`config.mk`:
```
export PLATFORM = sky130hd
export DESIGN_NAME = ula_contention_delay
export DESIGN_NICKNAME = d
export VERILOG_FILES = /design/src/hw/rtl/ucd_pkg.sv /design/src/hw/rtl/ucd_front.sv /design/src/hw/rtl/ucd_mod_stage.sv /design/src/hw/rtl/ula_contention_delay.sv
export SDC_FILE = /design/constraint.sdc
export NUM_CORES = 1
export LEC_CHECK = 0
export BUFFER_PORTS_ARGS = -buffer_cell sky130_fd_sc_hd__clkbuf_2
export CAP_MARGIN = 20
export CORE_ASPECT_RATIO = 0.5
export CORE_UTILIZATION = 35
export DETAILED_ROUTE_END_ITERATION = 6
export GPL_ROUTABILITY_DRIVEN = 0
export GPL_TIMING_DRIVEN = 0
export PLACE_DENSITY = 0.57
export SLEW_MARGIN = 20
export SYNTH_ARGS = -nofsm -noshare
export SYNTH_HDL_FRONTEND = slang
export SYNTH_HIERARCHICAL = 1
export SYNTH_SLANG_ARGS = --single-unit
```
`constraint.sdc`:
```
create_clock -name clock -period 8.4 [get_ports clock]
set_input_delay 0.84 -clock clock [delete_from_list [all_inputs] [get_ports clock]]
set_output_delay 0.84 -clock clock [all_outputs]
set_load 0.03 [all_outputs]
```
`src/hw/rtl/ucd_pkg.sv`:
```
// ---------------------------------------------------------------------------
// ucd_pkg: shared types and constants for the contention delay pipeline
// Field widths, register codes, contention decode constants and the phase
// delay table used by the front stage, the modulo stages and the top level.
// ---------------------------------------------------------------------------
`timescale 1ns / 1ps
`default_nettype none

package ucd_pkg;

   // field widths
   localparam int AddrWidth      = 16;
   localparam int TickWidth      = 17;
   localparam int BorderWidth    = 8;
   localparam int LineWidth      = 9;
   localparam int WaitWidth      = 3;
   localparam int SumWidth       = TickWidth + 1;
   localparam int CsrIndexWidth  = 3;
   localparam int CsrDataWidth   = 17;

   // modulo pipeline shape: one dividend bit per step
   localparam int StepsPerStage  = 3;
   localparam int NumModStages   = SumWidth / StepsPerStage;

   // register indexes
   localparam logic [CsrIndexWidth-1:0] RegDisplayStart = 3'd0;
   localparam logic [CsrIndexWidth-1:0] RegDisplayEnd   = 3'd1;
   localparam logic [CsrIndexWidth-1:0] RegLeftBorder   = 3'd2;
   localparam logic [CsrIndexWidth-1:0] RegScreen       = 3'd3;
   localparam logic [CsrIndexWidth-1:0] RegLine         = 3'd4;

   // register reset values
   localparam logic [TickWidth-1:0]   ResetDisplayStart = 17'd8936;
   localparam logic [TickWidth-1:0]   ResetDisplayEnd   = 17'd51944;
   localparam logic [BorderWidth-1:0] ResetLeftBorder   = 8'd24;
   localparam logic [BorderWidth-1:0] ResetScreen       = 8'd128;
   localparam logic [LineWidth-1:0]   ResetLine         = 9'd224;

   // contended ranges and ports
   localparam logic [AddrWidth-1:0] MemLow  = 16'h4000;
   localparam logic [AddrWidth-1:0] MemHigh = 16'h7FFF;
   localparam logic [7:0]           PortHsr = 8'hF4;
   localparam logic [7:0]           PortUla = 8'hFE;
   localparam logic [7:0]           PortDec = 8'hFF;

   localparam logic [WaitWidth-1:0] MaxDelay = 3'd6;

   // one word in flight through the modulo stages
   typedef struct packed {
      logic                 valid;
      logic                 live;   // contended, in display area, line length nonzero
      logic [LineWidth-1:0] rem;    // partial remainder, below line length when line length nonzero
      logic [SumWidth-1:0]  dvd;    // dividend bits not yet consumed, MSB first
   } item_type;

   // delay by line phase (position mod 8)
   function automatic logic [WaitWidth-1:0] phase_delay(input logic [2:0] phase);
      logic [WaitWidth-1:0] d;
      unique case (phase)
         3'd0:    d = 3'd5;
         3'd1:    d = 3'd4;
         3'd2:    d = 3'd3;
         3'd3:    d = 3'd2;
         3'd4:    d = 3'd1;
         3'd5:    d = 3'd0;
         3'd6:    d = 3'd0;
         default: d = 3'd6;
      endcase
      return d;
   endfunction

endpackage

`default_nettype wire

```
`src/hw/rtl/ucd_front.sv`:
```
// ---------------------------------------------------------------------------
// ucd_front: access decode and line position sum
// Registers one accepted word, flags whether it can be delayed at all and
// forms frame_tick + left border as the dividend for the modulo stages.
// ---------------------------------------------------------------------------
`timescale 1ns / 1ps
`default_nettype none

module ucd_front (
   input  wire logic                             clock,
   input  wire logic                             reset,
   input  wire logic                             advance,
   input  wire logic                             req_valid,
   input  wire logic                             req_func,
   input  wire logic [ucd_pkg::AddrWidth-1:0]    req_bus_address,
   input  wire logic [ucd_pkg::TickWidth-1:0]    req_frame_tick,
   input  wire logic [ucd_pkg::TickWidth-1:0]    display_start,
   input  wire logic [ucd_pkg::TickWidth-1:0]    display_end,
   input  wire logic [ucd_pkg::BorderWidth-1:0]  left_border,
   input  wire logic [ucd_pkg::LineWidth-1:0]    line_len,
   output ucd_pkg::item_type                     item_out
);

   logic               contended;
   logic               in_display;
   ucd_pkg::item_type  item_in;
   ucd_pkg::item_type  item_ff;

   // contention decode: memory window or one of the video ports
   always_comb begin
      if (req_func) begin
         contended = (req_bus_address[7:0] == ucd_pkg::PortHsr) ||
                     (req_bus_address[7:0] == ucd_pkg::PortUla) ||
                     (req_bus_address[7:0] == ucd_pkg::PortDec);
      end else begin
         contended = (req_bus_address >= ucd_pkg::MemLow) &&
                     (req_bus_address <= ucd_pkg::MemHigh);
      end
   end

   // top and bottom border check
   assign in_display = (req_frame_tick >= display_start) && (req_frame_tick < display_end);

   always_comb begin
      item_in.valid = req_valid;
      item_in.live  = contended && in_display && (line_len != '0);
      item_in.rem   = '0;
      item_in.dvd   = {1'b0, req_frame_tick} +
                      {{(ucd_pkg::SumWidth-ucd_pkg::BorderWidth){1'b0}}, left_border};
   end

   always_ff @(posedge clock) begin
      if (reset) begin
         item_ff.valid <= 1'b0;
      end else if (advance) begin
         item_ff.valid <= item_in.valid;
      end
      if (advance) begin
         item_ff.live <= item_in.live;
         item_ff.rem  <= item_in.rem;
         item_ff.dvd  <= item_in.dvd;
      end
   end

   assign item_out = item_ff;

endmodule

`default_nettype wire

```
`src/hw/rtl/ucd_mod_stage.sv`:
```
// ---------------------------------------------------------------------------
// ucd_mod_stage: one register stage of the line position modulo
// Restoring remainder steps, one dividend bit each: shift the next bit into
// the partial remainder and subtract the line length when it fits.
// ---------------------------------------------------------------------------
`timescale 1ns / 1ps
`default_nettype none

module ucd_mod_stage (
   input  wire logic                           clock,
   input  wire logic                           reset,
   input  wire logic                           advance,
   input  wire logic [ucd_pkg::LineWidth-1:0]  line_len,
   input  wire ucd_pkg::item_type              item_in,
   output ucd_pkg::item_type                   item_out
);

   logic [ucd_pkg::LineWidth-1:0] rem_v;
   logic [ucd_pkg::SumWidth-1:0]  dvd_v;
   logic [ucd_pkg::LineWidth:0]   trial_v;
   ucd_pkg::item_type             item_nx_in;
   ucd_pkg::item_type             item_ff;

   // compare-subtract chain for this stage's bits
   always_comb begin
      rem_v   = item_in.rem;
      dvd_v   = item_in.dvd;
      trial_v = '0;
      for (int s = 0; s < ucd_pkg::StepsPerStage; s++) begin
         trial_v = {rem_v, dvd_v[ucd_pkg::SumWidth-1]};
         dvd_v   = {dvd_v[ucd_pkg::SumWidth-2:0], 1'b0};
         if (trial_v >= {1'b0, line_len}) begin
            trial_v = trial_v - {1'b0, line_len};
         end
         rem_v = trial_v[ucd_pkg::LineWidth-1:0];
      end
      item_nx_in.valid = item_in.valid;
      item_nx_in.live  = item_in.live;
      item_nx_in.rem   = rem_v;
      item_nx_in.dvd   = dvd_v;
   end

   always_ff @(posedge clock) begin
      if (reset) begin
         item_ff.valid <= 1'b0;
      end else if (advance) begin
         item_ff.valid <= item_nx_in.valid;
      end
      if (advance) begin
         item_ff.live <= item_nx_in.live;
         item_ff.rem  <= item_nx_in.rem;
         item_ff.dvd  <= item_nx_in.dvd;
      end
   end

   assign item_out = item_ff;

endmodule

`default_nettype wire

```
`src/hw/rtl/ula_contention_delay.sv`:
```
// Pipeline: a word accepted at a clock edge loads the decode stage, then
//   moves through 6 modulo stages and the output register.
// Throughput: one word per cycle unless stalled; the line length modulo runs
//   as 18 restoring steps, 3 per stage; every stage takes a word each cycle.
// Reset: synchronous; empties the pipeline and loads the timing registers
//   with their defaults (224-tick lines, 24-tick left border, 128-tick screen).
// ---------------------------------------------------------------------------
// ula_contention_delay: video fetch wait states for one bus access
// Decodes the access, takes the line position modulo the line length in a
// pipelined divider and looks up the delay from the fetch phase.
// ---------------------------------------------------------------------------
`timescale 1ns / 1ps
`default_nettype none

module ula_contention_delay (
   input  wire logic                                clock,
   input  wire logic                                reset,
   // configuration
   input  wire logic                                csr_write,
   input  wire logic [ucd_pkg::CsrIndexWidth-1:0]   csr_index,
   input  wire logic [ucd_pkg::CsrDataWidth-1:0]    csr_wdata,
   // access words
   input  wire logic                                req_valid,
   output wire logic                                req_stall,
   input  wire logic                                req_func,
   input  wire logic [ucd_pkg::AddrWidth-1:0]       req_bus_address,
   input  wire logic [ucd_pkg::TickWidth-1:0]       req_frame_tick,
   // result words
   output wire logic                                rsp_valid,
   input  wire logic                                rsp_stall,
   output wire logic [ucd_pkg::WaitWidth-1:0]       rsp_wait_states
);

   localparam int PosWidth = ucd_pkg::LineWidth + 1;

   logic [ucd_pkg::TickWidth-1:0]   display_start_ff;
   logic [ucd_pkg::TickWidth-1:0]   display_end_ff;
   logic [ucd_pkg::BorderWidth-1:0] left_border_ff;
   logic [ucd_pkg::BorderWidth-1:0] screen_ff;
   logic [ucd_pkg::LineWidth-1:0]   line_ff;

   logic                            advance;
   ucd_pkg::item_type               chain [0:ucd_pkg::NumModStages];
   ucd_pkg::item_type               last;

   logic [PosWidth-1:0]             pos_p1;
   logic [PosWidth-1:0]             win_end;
   logic                            in_window;
   logic [ucd_pkg::WaitWidth-1:0]   wait_in;
   logic                            rsp_valid_ff;
   logic [ucd_pkg::WaitWidth-1:0]   rsp_wait_ff;

   // timing registers
   always_ff @(posedge clock) begin
      if (reset) begin
         display_start_ff <= ucd_pkg::ResetDisplayStart;
         display_end_ff   <= ucd_pkg::ResetDisplayEnd;
         left_border_ff   <= ucd_pkg::ResetLeftBorder;
         screen_ff        <= ucd_pkg::ResetScreen;
         line_ff          <= ucd_pkg::ResetLine;
      end else if (csr_write) begin
         unique case (csr_index)
            ucd_pkg::RegDisplayStart: display_start_ff <= csr_wdata;
            ucd_pkg::RegDisplayEnd:   display_end_ff   <= csr_wdata;
            ucd_pkg::RegLeftBorder:   left_border_ff   <= csr_wdata[ucd_pkg::BorderWidth-1:0];
            ucd_pkg::RegScreen:       screen_ff        <= csr_wdata[ucd_pkg::BorderWidth-1:0];
            ucd_pkg::RegLine:         line_ff          <= csr_wdata[ucd_pkg::LineWidth-1:0];
            default: ;
         endcase
      end
   end

   // whole pipeline moves unless a finished word is held at the output
   assign advance   = !(rsp_valid_ff && rsp_stall);
   assign req_stall = !advance;

   ucd_front u_front (
      .clock           (clock),
      .reset           (reset),
      .advance         (advance),
      .req_valid       (req_valid),
      .req_func        (req_func),
      .req_bus_address (req_bus_address),
      .req_frame_tick  (req_frame_tick),
      .display_start   (display_start_ff),
      .display_end     (display_end_ff),
      .left_border     (left_border_ff),
      .line_len        (line_ff),
      .item_out        (chain[0])
   );

   // modulo stages
   for (genvar g = 0; g < ucd_pkg::NumModStages; g++) begin : g_mod
      ucd_mod_stage u_stage (
         .clock    (clock),
         .reset    (reset),
         .advance  (advance),
         .line_len (line_ff),
         .item_in  (chain[g]),
         .item_out (chain[g+1])
      );
   end

   assign last = chain[ucd_pkg::NumModStages];

   // fetch window: left-1 <= pos < left+screen-1, compared as pos+1
   assign pos_p1    = {1'b0, last.rem} + PosWidth'(1);
   assign win_end   = PosWidth'(left_border_ff) + PosWidth'(screen_ff);
   assign in_window = (pos_p1 >= PosWidth'(left_border_ff)) && (pos_p1 < win_end);
   assign wait_in   = (last.live && in_window) ? ucd_pkg::phase_delay(last.rem[2:0]) : '0;

   // output register
   always_ff @(posedge clock) begin
      if (reset) begin
         rsp_valid_ff <= 1'b0;
      end else if (advance) begin
         rsp_valid_ff <= last.valid;
      end
      if (advance) begin
         rsp_wait_ff <= wait_in;
      end
   end

   assign rsp_valid       = rsp_valid_ff;
   assign rsp_wait_states = rsp_wait_ff;

   // a held result freezes the input side
   a_hold_stalls_input: assert property (@(posedge clock) disable iff (reset)
      (rsp_valid_ff && rsp_stall) |-> req_stall)
      else $error("input taken while result held");

   // a word that cannot be delayed leaves with zero wait states
   a_dead_word_zero: assert property (@(posedge clock) disable iff (reset)
      (advance && last.valid && !last.live) |=> (rsp_wait_ff == '0))
      else $error("nonzero delay on uncontended word");

   // delay never exceeds the table maximum
   a_delay_range: assert property (@(posedge clock) disable iff (reset)
      rsp_valid_ff |-> (rsp_wait_ff <= ucd_pkg::MaxDelay))
      else $error("delay out of range");

   // modulo remainder stays below the line length
   a_rem_bound: assert property (@(posedge clock) disable iff (reset)
      (last.valid && last.live) |-> (last.rem < line_ff))
      else $error("line position not reduced");

   // empty pipeline right after reset
   a_reset_empty: assert property (@(posedge clock)
      reset |=> !rsp_valid_ff)
      else $error("result valid after reset");

endmodule

`default_nettype wire
```
* After elaboration in Yosys (flattened, before gate mapping)
Index checks and enable logic that the tools add are counted.
Storage, ports and cells: flip-flop bits (word level) 194, bits in latches 0, bits in writable memories 0, bits in read-only memories 0, input port bits 59, output and inout bits 5, memories 0
Operators by class: $add $sub $neg 21, multiply operators 0, div/mod/pow operators 0, $lt $le $gt $ge 24, eq/ne operators 13, shift operators 0, mux-type cells 20, bitwise gates (word level) 0, reduce and logical (&&, ||, !) cells 18
Operators by type and width (count):
- greater-or-equal comparator 10 x 9 -> 1 bit | 17
- 2-to-1 mux 9 bit | 18
- subtractor 9 bit | 17
- == test 8 bit, second input constant | 3
- adder 17 x 8 -> 18 bit | 1
- case mux 3 bit (6 select lines) | 1
- greater-or-equal comparator 17 bit | 1
- < comparator 17 bit | 1
- greater-or-equal comparator 16 x 15 -> 1 bit, second input constant | 1
- <= comparator 16 x 15 -> 1 bit, second input constant | 1
- == test 3 x 2 -> 1 bit, second input constant | 4
- == test 3 bit, second input constant | 4
- adder 9 x 1 -> 10 bit, second input constant | 1
- greater-or-equal comparator 10 x 8 -> 1 bit | 1
- < comparator 10 x 9 -> 1 bit | 1
- AND reduction 2 bit | 5
- adder 8 x 8 -> 9 bit | 1
- greater-or-equal comparator 1 x 9 -> 1 bit | 1
- nonzero test 9 bit | 1
- subtractor 1 x 9 -> 9 bit | 1
- logical AND 1 bit | 7
- == test 3 x 1 -> 1 bit, second input constant | 2
- zero test 3 bit | 2
- logical OR 1 bit | 2
- 2 further kinds | 2

* Longest topological paths before layout
word-level depth 6, mapped depth 29, gate-level depth less buffers 26

* Cells and area by module
The synthesis kept the hierarchy.
By module, submodules not included:
- ucd_mod_stage (g_mod[1].u_stage ...) | times used 3, cells each 215, area each 2232.1 µm², seq. area each 770.7 µm²
- ula_contention_delay | times used 1, cells each 388, area each 3143.0 µm², seq. area each 1291.2 µm²
- ucd_mod_stage (g_mod[2].u_stage) | times used 1, cells each 236, area each 2394.8 µm², seq. area each 770.7 µm²
- ucd_mod_stage (g_mod[0].u_stage) | times used 1, cells each 217, area each 2247.2 µm², seq. area each 770.7 µm²
- ucd_mod_stage (g_mod[4].u_stage) | times used 1, cells each 212, area each 2239.6 µm², seq. area each 770.7 µm²
- ucd_front | times used 1, cells each 224, area each 2069.5 µm², seq. area each 590.6 µm²

* Worst setup path after synthesis
No wires, ideal clock.
kind reg2reg, from register line_ff[0] (netlist name), to register g_mod[3].u_stage.item_ff (netlist bit g_mod[3].u_stage/item_out[19]) (data pin), library setup time 260 ps, data arrival time 6561 ps, data required time 8140 ps, setup slack 1579 ps, cell stages (with the launch flop) 27, path buffers 3, period minus slack after synthesis 6821 ps, cell sequence dfxtp_1 > ha_1 > inv_1 > fa_1 > a211oi_2 > o211ai_1 > a31oi_1 > buf_2 > o21ai_0 > fa_1 > a21o_1 > a21oi_1 > o21a_1 > o21ai_0 > a221oi_4 > clkbuf_1 > o21ai_0 > fa_1 > a21o_1 > a21oi_1 > nor2_1 > nor2_1 > nand2_1 > o21a_1 > a2111o_1 > buf_6 > mux2_4
On the way: word-level cells in the longest chain between the ends 6, elaborated cells between the ends (all ways) 9
RTL lines:
- from (decl) | RTL line ula_contention_delay.sv:40 | logic [ucd_pkg::LineWidth-1:0] line_ff;
- from (signal assigned) | RTL line ula_contention_delay.sv:60 | line_ff <= ucd_pkg::ResetLine;
- from (signal assigned) | RTL line ula_contention_delay.sv:67 | ucd_pkg::RegLine: line_ff <= csr_wdata[ucd_pkg::LineWidth-1:0];
- subtractor 9 bit / greater-or-equal comparator 10 x 9 -> 1 bit (equally long branches) | RTL line ucd_mod_stage.sv:33, ucd_mod_stage.sv:32
- 2-to-1 mux 9 bit | RTL line ucd_mod_stage.sv:32 | if (trial_v >= {1'b0, line_len}) begin
- greater-or-equal comparator 10 x 9 -> 1 bit / subtractor 9 bit (equally long branches) | RTL line ucd_mod_stage.sv:32, ucd_mod_stage.sv:33
- 2-to-1 mux 9 bit | RTL line ucd_mod_stage.sv:32
- subtractor 9 bit / greater-or-equal comparator 10 x 9 -> 1 bit (equally long branches) | RTL line ucd_mod_stage.sv:33, ucd_mod_stage.sv:32
- 2-to-1 mux 9 bit (*) | RTL line ucd_mod_stage.sv:32
- net g_mod[3].u_stage.trial_v (one bit) | RTL line ucd_mod_stage.sv:20 | logic [ucd_pkg::LineWidth:0] trial_v;
- to (decl) | RTL line ucd_mod_stage.sv:22 | ucd_pkg::item_type item_ff;
The timed path passes the listed nets; every way through them passes the cells marked *. A chain may end at the register's enable or synchronous reset.

* Worst setup path in the final report
from register line_ff[1] (netlist name), to register g_mod[5].u_stage.item_ff (netlist bit g_mod[5].u_stage/item_out[26]) (data pin)
On the way: word-level cells in the longest chain between the ends 6, elaborated cells between the ends (all ways) 9
RTL lines (RTL line):
- subtractor 9 bit / greater-or-equal comparator 10 x 9 -> 1 bit (equally long branches) | ucd_mod_stage.sv:33, ucd_mod_stage.sv:32
- 2-to-1 mux 9 bit | ucd_mod_stage.sv:32
- subtractor 9 bit / greater-or-equal comparator 10 x 9 -> 1 bit (equally long branches) | ucd_mod_stage.sv:33, ucd_mod_stage.sv:32
- 2-to-1 mux 9 bit | ucd_mod_stage.sv:32
- subtractor 9 bit / greater-or-equal comparator 10 x 9 -> 1 bit (equally long branches) | ucd_mod_stage.sv:33, ucd_mod_stage.sv:32
- 2-to-1 mux 9 bit (*) | ucd_mod_stage.sv:32
- net g_mod[5].u_stage.trial_v (one bit) | ucd_mod_stage.sv:20
- to (decl) | ucd_mod_stage.sv:22
Marked as above.

==> results.md <==
* H-tree depth at 4
* Worst Max-Slew Pin Slew at around 0.88 ns
* Critical path peak fanout at 10
* Fmax at about 130 MHz
* RSZ-0062 raised after global routing: false
* Final #Nets at approximately 2200
* Root Driver: clkbuf_16
* Dpl ws at roughly 0.46 ns
* Maximum buffer depth of the clock tree at 2
* CP endpoint kind: flip-flop
* I/O pins at 64
* Period utilization at approximately 93%
* Clock Skew at 0.0159 ns
* Post-route core utilization at 39.2%
* Synth warnings at 6
* Vias/cell at 5.08
* Die area at between 0.05 and 0.06 mm²
* Fillcell total at 4864
* Die W at 316 µm
* Buf+Inv Stages, Crit Path at 4
* Crit path DAT at around 8.0 ns
* Setup TNS at 0 ns
* Element type at the critical path start: flip-flop
* Worst min path class: reg2reg
* Max_slew headroom at 41.1%
* Final-report hold violation count at 0
* Crit-path max cell delay at 0.67 ns
* Slowest CP cell: dfxtp_1
* CP delay by family, top: compound AO/OA/AOI/OAI gates
* Total track usage at 16.0%
* DRC violations left at 1
* Share of cells above drive strength 1 at around an eighth
* Setup-failing EPs final at 0
* Average cell area after synthesis at around 9.3 µm²
* Pin count of the biggest net entering global routing at between 60 and 70
* Fin. max-slew vios at 0
* Vias in the first global route at roughly 13000
* Cell Rows at 57
* Starting Density at 35.5%
* Hold Buf Count CTS at 0
* Port buffer count at 56
* Via Count at 13200
* Core Area at 0.0486 mm²
* Clk sink count at 194
* Hpwl dp at 31.0 mm
* Post-route ant nets at 0
* Total gr overflow at 0
* Clock transition at path regs at 0.08 ns
* Die Ht at about 160 µm
* Global-route wire length before repair at around 65 mm
* Pre-antenna DRT Iters at 7
* Area grow syn2layout at 10.3%
* Mapped Area at 0.0173 mm²
* Clock Latency Late Sink at between 0.4 and 0.5 ns
* Status: complete, but fails checks
* Total length of routed wires at 39.8 mm
* Gate Count Post-Synth at around 1900
* Max_cap viols at 0
* Critical path class: reg2reg
* Initial antenna violation count at 4
* CTS tree: done
* Drt initial violations at 609
* Cts bufs inserted at 17
* Failing checks: DRC
* Avg WL per Cell at around 15 µm
* Period minus WS final at roughly 7.8 ns
* Worst setup margin at between 0.5 and 0.6 ns
* CP Data Required Time at 8.60 ns
[state kept, by name (all words and copies together) (netlist names)]
signal	flops
display_start_ff	17
display_end_ff	17
rsp_wait_states	3
screen_ff	8
left_border_ff	8
rsp_valid	1
g_mod.u_stage/item_out	111
u_front/item_out	20
line_ff	9
[stage by stage]
step                      std cells  area, µm²  hold slack (ns)
final                          2603      19100            0.414
after global routing           2603      19100            0.421
after CTS                      2600      19100            0.419
after detailed placement       2568      18500            0.405
after global placement         2566      18400            0.402
after floorplan                1861      17300            0.400
[per-layer routing]
layer  part of all wire (%)  wire length (µm)  global-route usage [%]  up-vias
li1                       -                 -                       -     6829
met1                     48             19100                    21.1     6195
met2                     47             18700                    26.9      169
met3                    3.6              1450                    2.53       30
met4                    1.3               507                    4.68        0
met5                      0                 0                       0        -
[layout by cell type (no fill, tap or decap), drive strengths merged, types with 16 or more instances in the layout]
cell	n
a211oi	21
o31ai	16
dfxtp	67
nor2	107
nor2b	25
inv	171
fa	20
mux2	79
a31oi	20
edfxtp	127
o21a	26
xor2	58
nor3	17
buf	32
a21oi	142
nand4	38
a21o	47
xnor2	76
nand3	26
nand2	227
o21bai	19
clkbuf	88
o21ai	112
ha	231
nand3b	25
[repair_timing]
action,CTS,global route
setup buffers,0,0
endpoints found under the setup margin,0,8
resized for setup,0,1
[worst paths after layout]
check	start	end	slack (ns)	cells after the start
worst max-delay path	line_ff[1]	g_mod[5].u_stage/item_out[26]	0.59	25
worst min-delay path	g_mod[2].u_stage/item_out[13]	g_mod[3].u_stage/item_out[16]	0.41	0
worst max register to register	line_ff[1]	g_mod[5].u_stage/item_out[26]	0.59	25
worst min register to register	g_mod[2].u_stage/item_out[13]	g_mod[3].u_stage/item_out[16]	0.41	0
[final cells by class]
class | count | area [µm²] | area share [%]
Sequential cell | 194 | 5160 | 27.0
Inverter | 163 | 612 | 3.21
Antenna cell | 3 | 7.51 | 0.0394
Buffer | 44 | 268 | 1.40
Clock inverter | 14 | 145 | 0.761
Timing Repair Buffer | 58 | 335 | 1.76
Tap cell | 649 | 812 | 4.26
Multi-Input combinational cell | 1460 | 11300 | 59.2
Clock buffer | 18 | 439 | 2.30
Power is left out: the tool's default activity adds up to more than one toggle a clock period on the data nets, which glitch-free logic cannot reach.
